File: src/rtl/core/mpfa_pkg.sv
package mpfa_pkg;

	localparam int unsigned WordW = 64;

	typedef logic [WordW-1:0] word_t;

	// operation codes carried in the kind field
	typedef enum logic [2:0] {
		OP_ADD = 3'd0,
		OP_SUB = 3'd1,
		OP_NEG = 3'd2,
		OP_MUL = 3'd3,
		OP_INV = 3'd4,
		OP_LEG = 3'd5,
		OP_RS6 = 3'd6,
		OP_RS7 = 3'd7
	} op_t;

	// configuration register indexes
	localparam logic [1:0] REG_MODULUS = 2'd0;
	localparam logic [1:0] REG_MINV    = 2'd1;
	localparam logic [1:0] REG_ONE     = 2'd2;

	typedef enum logic [2:0] {
		ST_IDLE,
		ST_SIMPLE,
		ST_MUL,
		ST_SQR,
		ST_SQR_WAIT,
		ST_MULA,
		ST_MULA_WAIT,
		ST_DONE
	} state_t;

	// controller to datapath
	typedef struct packed {
		logic load;      // capture operands and opcode
		logic simple;    // compute add/sub/neg/reserved result into acc
		logic mul_ab;    // start a*b
		logic pow_init;  // acc <= Montgomery one, exponent chosen
		logic sqr;       // start acc*acc
		logic mula;      // start acc*a
		logic finish;    // compute flag, present result
	} cmd_t;

	// datapath to controller
	typedef struct packed {
		logic mul_done;
		logic exp_bit;
	} sts_t;

endpackage

File: src/rtl/core/mpfa_ctrl.sv
module mpfa_ctrl
	import mpfa_pkg::*;
(
	input  logic       clk,
	input  logic       arst_n,
	input  logic [2:0] kind,
	input  logic       in_fire,
	input  logic       out_fire,
	input  sts_t       sts,
	output cmd_t       cmd,
	output logic [5:0] bit_idx,
	output logic       busy,
	output logic       done
);

	state_t state_q, state_d;
	logic [5:0] bit_q, bit_d;
	op_t op_q;

	always_ff @(posedge clk or negedge arst_n) begin
		if (!arst_n) begin
			state_q <= ST_IDLE;
			bit_q   <= '0;
			op_q    <= OP_ADD;
		end else begin
			state_q <= state_d;
			bit_q   <= bit_d;
			if (in_fire) op_q <= op_t'(kind);
		end
	end

	// next state and commands
	always_comb begin
		state_d = state_q;
		bit_d   = bit_q;
		cmd     = '0;
		cmd.load = in_fire;
		unique case (state_q)
			ST_IDLE: begin
				if (in_fire) state_d = ST_SIMPLE;
			end
			ST_SIMPLE: begin
				unique case (op_q)
					OP_MUL: begin
						cmd.mul_ab = 1'b1;
						state_d = ST_MUL;
					end
					OP_INV, OP_LEG: begin
						cmd.pow_init = 1'b1;
						bit_d = 6'd63;
						state_d = ST_SQR;
					end
					default: begin
						cmd.simple = 1'b1;
						state_d = ST_DONE;
					end
				endcase
			end
			ST_MUL: begin
				if (sts.mul_done) state_d = ST_DONE;
			end
			ST_SQR: begin
				cmd.sqr = 1'b1;
				state_d = ST_SQR_WAIT;
			end
			ST_SQR_WAIT: begin
				if (sts.mul_done) begin
					if (sts.exp_bit) state_d = ST_MULA;
					else if (bit_q == 6'd0) state_d = ST_DONE;
					else begin
						bit_d = bit_q - 6'd1;
						state_d = ST_SQR;
					end
				end
			end
			ST_MULA: begin
				cmd.mula = 1'b1;
				state_d = ST_MULA_WAIT;
			end
			ST_MULA_WAIT: begin
				if (sts.mul_done) begin
					if (bit_q == 6'd0) state_d = ST_DONE;
					else begin
						bit_d = bit_q - 6'd1;
						state_d = ST_SQR;
					end
				end
			end
			ST_DONE: begin
				if (out_fire) state_d = ST_IDLE;
			end
			default: state_d = ST_IDLE;
		endcase
		if ((state_q == ST_MUL || state_q == ST_SQR_WAIT || state_q == ST_MULA_WAIT)
			&& sts.mul_done && state_d == ST_DONE)
			cmd.finish = 1'b1;
		if (state_q == ST_SIMPLE && state_d == ST_DONE)
			cmd.finish = 1'b1;
	end

	assign bit_idx = bit_q;
	assign busy = (state_q != ST_IDLE);
	assign done = (state_q == ST_DONE);

	a_fire_idle: assert property (@(posedge clk) disable iff (!arst_n)
		in_fire |-> state_q == ST_IDLE) else $error("beat taken while busy");
	a_done_hold: assert property (@(posedge clk) disable iff (!arst_n)
		(done && !out_fire) |=> done) else $error("result dropped");
	a_one_cmd: assert property (@(posedge clk) disable iff (!arst_n)
		$onehot0({cmd.simple, cmd.mul_ab, cmd.pow_init, cmd.sqr, cmd.mula}))
		else $error("conflicting commands");

endmodule

File: config.mk
export PLATFORM = sky130hd
export DESIGN_NAME = mpfa_ctrl
export DESIGN_NICKNAME = d
export VERILOG_FILES = /design/src/rtl/core/mpfa_pkg.sv /design/src/rtl/core/mpfa_ctrl.sv
export SDC_FILE = /design/constraint.sdc
export NUM_CORES = 1
export LEC_CHECK = 0
export BUFFER_PORTS_ARGS = -buffer_cell sky130_fd_sc_hd__clkbuf_2
export CORE_ASPECT_RATIO = 1.2
export CORE_UTILIZATION = 50
export CTS_CLUSTER_SIZE = 24
export DETAILED_ROUTE_END_ITERATION = 12
export PLACE_DENSITY_LB_ADDON = 0.2
export SYNTH_ARGS = -nofsm -noshare
export SYNTH_HDL_FRONTEND = slang
export SYNTH_SLANG_ARGS = --single-unit
File: constraint.sdc
create_clock -name clk -period 5 [get_ports clk]
set_input_delay 1 -clock clk [delete_from_list [all_inputs] [get_ports clk]]
set_output_delay 1 -clock clk [all_outputs]
set_load 0.05 [all_outputs]
==> flow_summary.toml <==
[sta]
max_freq_mhz = 311
rsz0062_at_grt = "false"
clock_skew_ns = 0.00339
fin_crit_sh = 0.644
relSlewSlack = 0.714
hold_violations = 0
setup-violations-final = 0
setup_tns_ns = 0
slew_violations = 0
fin_crit_ns = 3.22
hold_slack_ns = 0.529
worstMarginPinSlew_ns = 0.429

[worst_setup_path]
crit_buf_inv = 2
end_kind = "output pin"
crit_path_max_incr_delay_ns = 0.28
worstPathRequired_ns = 4.00
crit_fanout = 5
cpMaxStageDelayCell = "a211o_2"
cp_top_family = "compound AO/OA/AOI/OAI gates"
critPathLaunch = "sts[1]"
crit_chain = "clkbuf_2 > nor2b_1 > o211ai_1 > o21ai_0 > a211o_2 > and3_1 > clkbuf_2"
startpoint_type = "input port"
rr_startpoint = "bit_idx[0]"
cp.arrival_ns = 2.22
crit_top_cell = "clkbuf_2"
worstSetupPathType = "input port to output pin"

[clock_tree]
ctsRootBufferMaster = "clkbuf_4"
path_clk_slew_ns = 0.07
clock_path_buffers = 2
cts_setup_buffers = 0
clkSinkCount = 12
insertion_delay_ns = 0.27
hold_buffers = 0
ctsResizeCount = 0
cts_tree = "done"
cts_buffers = 3
htreeDepth = 1

[cells_and_area]
insertedDiodeCount = 0
nets = 122
layout-drive-gt1-share = 0.345
area.growth.synth_to_final_pct = 19.7

[synth]
syn_area_um2 = 788
synth_ff_type = "dfrtp_1"
ys_async_sr_fraction = 1.00
synth_cells = 86
synth_edf_count = 0
ys_seq_area_frac = 0.381
synth_cell_types = 39
yosysWarnings = 0
avgSynthCellArea_um2 = 9.17
postSynthNetCount = 97
ys_ff_latch = 12

[drt]
drt-total-wl_mm = 1.60
dr.pass1.iters = 4
ant_nets = 0
viasPerCell = 5.53
drt_iter0_markers = 8
wl_per_cell_um = 12.6
vias = 702
drc_errors = 0

[pwr]
max-vdd-ir-drop_v = 0.000404
pwr-share-clk = 0.116
pwr-share-comb = 0.595
switching_share = 0.529
p_int_mw = 0.309
power_switching_mw = 0.347
sequentialPowerShare = 0.288
p_leak_nw = 0.454
power-per-cell-area_mw_per_mm2 = 695

[flow_run]
cap_violations = 0

[placement]
io_buffers = 23
dp_hpwl_mm = 1.26
routabilityCongestion = 0.793

[global_route]
first_global_vias = 638
antenna_found_initial = 0
grt-ovfl-total = 0
grt_max_degree = 13
grt_pass1_wl_mm = 2.65
grtUsageTotal = 0.217

[floorplanning]
die_y_um = 45.5
pin_count = 24
die_area_mm2 = 0.00174
start_util = 0.545
placementRows = 15
coreArea_mm2 = 0.00145
die_w_um = 38.2

[outcome]
status = "finished clean"

[hold_path]
hold_start = "op_q[0]"
hold_class = "register to register"
## worst paths after layout
path                                    to  slack [ns]  cells past startpoint
worst max-delay path                cmd[0]        1.78                      7
worst min-delay path               op_q[0]        0.53                      1
worst max register to register  bit_idx[5]        3.16                      7
worst min register to register     op_q[0]        0.53                      1
max in group asynchronous          op_q[0]        4.16                      1
min in group asynchronous       bit_idx[3]        0.60                      1
## cell type report
cell class / instances / area, um^2
clock buffer: 4 / 36.3
fill: 110 / 502
inverter: 6 / 22.5
multi-input combinational: 65 / 448
sequential: 12 / 300
tap: 17 / 21.3
timing repair buffer: 23 / 115
## flip-flops by register name, summed over array words and instances, names as in the netlist
signal   flops
op_q         3
state_q      3
bit_idx      6
## layout by cell type (no fill, tap or decap), drive strengths merged
| cell type | count |
|---|---|
| a21oi | 6 |
| o21a | 1 |
| o22a | 1 |
| or3b | 2 |
| o211ai | 2 |
| nand4 | 1 |
| o22ai | 1 |
| and2b | 1 |
| a21o | 1 |
| and2 | 1 |
| clkbuf | 27 |
| nor3 | 2 |
| nand2b | 2 |
| a211o | 2 |
| or3 | 2 |
| nand2 | 7 |
| a21boi | 1 |
| nand3b | 1 |
| dfrtp | 12 |
| nor3b | 2 |
| and3 | 3 |
| a211oi | 2 |
| nor2b | 3 |
| nand3 | 1 |
| ha | 2 |
| nor2 | 7 |
| mux2 | 3 |
| a31o | 1 |
| inv | 6 |
| and4 | 1 |
| o21ai | 6 |
## cells in the mapped netlist, types with 2 or more instances
cell type	instances	area [um^2]
dfrtp_1	12	300
nand2_1	7	26.3
a21oi_1	6	30.0
inv_1	6	22.5
nor2_1	6	22.5
o21ai_0	4	20.0
mux2_2	3	33.8
nor2b_1	3	18.8
and3_1	2	12.5
buf_2	2	10.0
ha_1	2	25.0
nand2b_1	2	12.5
nor3_1	2	10.0
o211ai_1	2	15.0
o21ai_1	2	10.0
or3_1	2	12.5
## logic make-up (layout without fill, tap and decap cells)
group,after synthesis,after routing,synth area share
AO/OA/AOI/OAI,24,24,0.217
adder cells (fa/ha/maj),2,2,0.0317
buffers and inverters,9,33,0.0508
flip-flops,12,12,0.381
multiplexers,3,3,0.0429
AND/OR/NAND/NOR,36,36,0.276
## per-stage QoR
step / instances / util / instance area [um^2] / worst slack [ns] / power [mW]
detailed placement: 123 / 0.628 / 907 / 1.80 / 0.579
global route: 127 / 0.653 / 943 / 1.71 / 0.705
CTS: 127 / 0.653 / 943 / 1.80 / 0.658
global placement: 123 / 0.628 / 907 / 1.82 / 0.571
floorplan: 86 / - / 788 / 2.01 / 0.502
finish: 127 / 0.653 / 943 / 1.78 / 0.655
## power by group through the flow
stage | Clock, mW | Sequential (mW) | Combinational [mW]
after detailed placement | 0 | 0.189 | 0.390
after CTS | 0.0791 | 0.188 | 0.391
after global placement | 0 | 0.188 | 0.383
after global routing | 0.0826 | 0.198 | 0.424
after floorplan | 0 | 0.238 | 0.264
final | 0.0764 | 0.189 | 0.390
## metal layers
metal	part of all wire	wire, um	GRT usage	vias to the layer above
li1	-	-	-	357
met1	0.44	698	0.278	334
met2	0.53	853	0.363	11
met3	0.032	51	0.0441	0
met4	0	0	0.0643	0
met5	0	0	0	-
No activity file was read; power rests on OpenSTA's default activity.
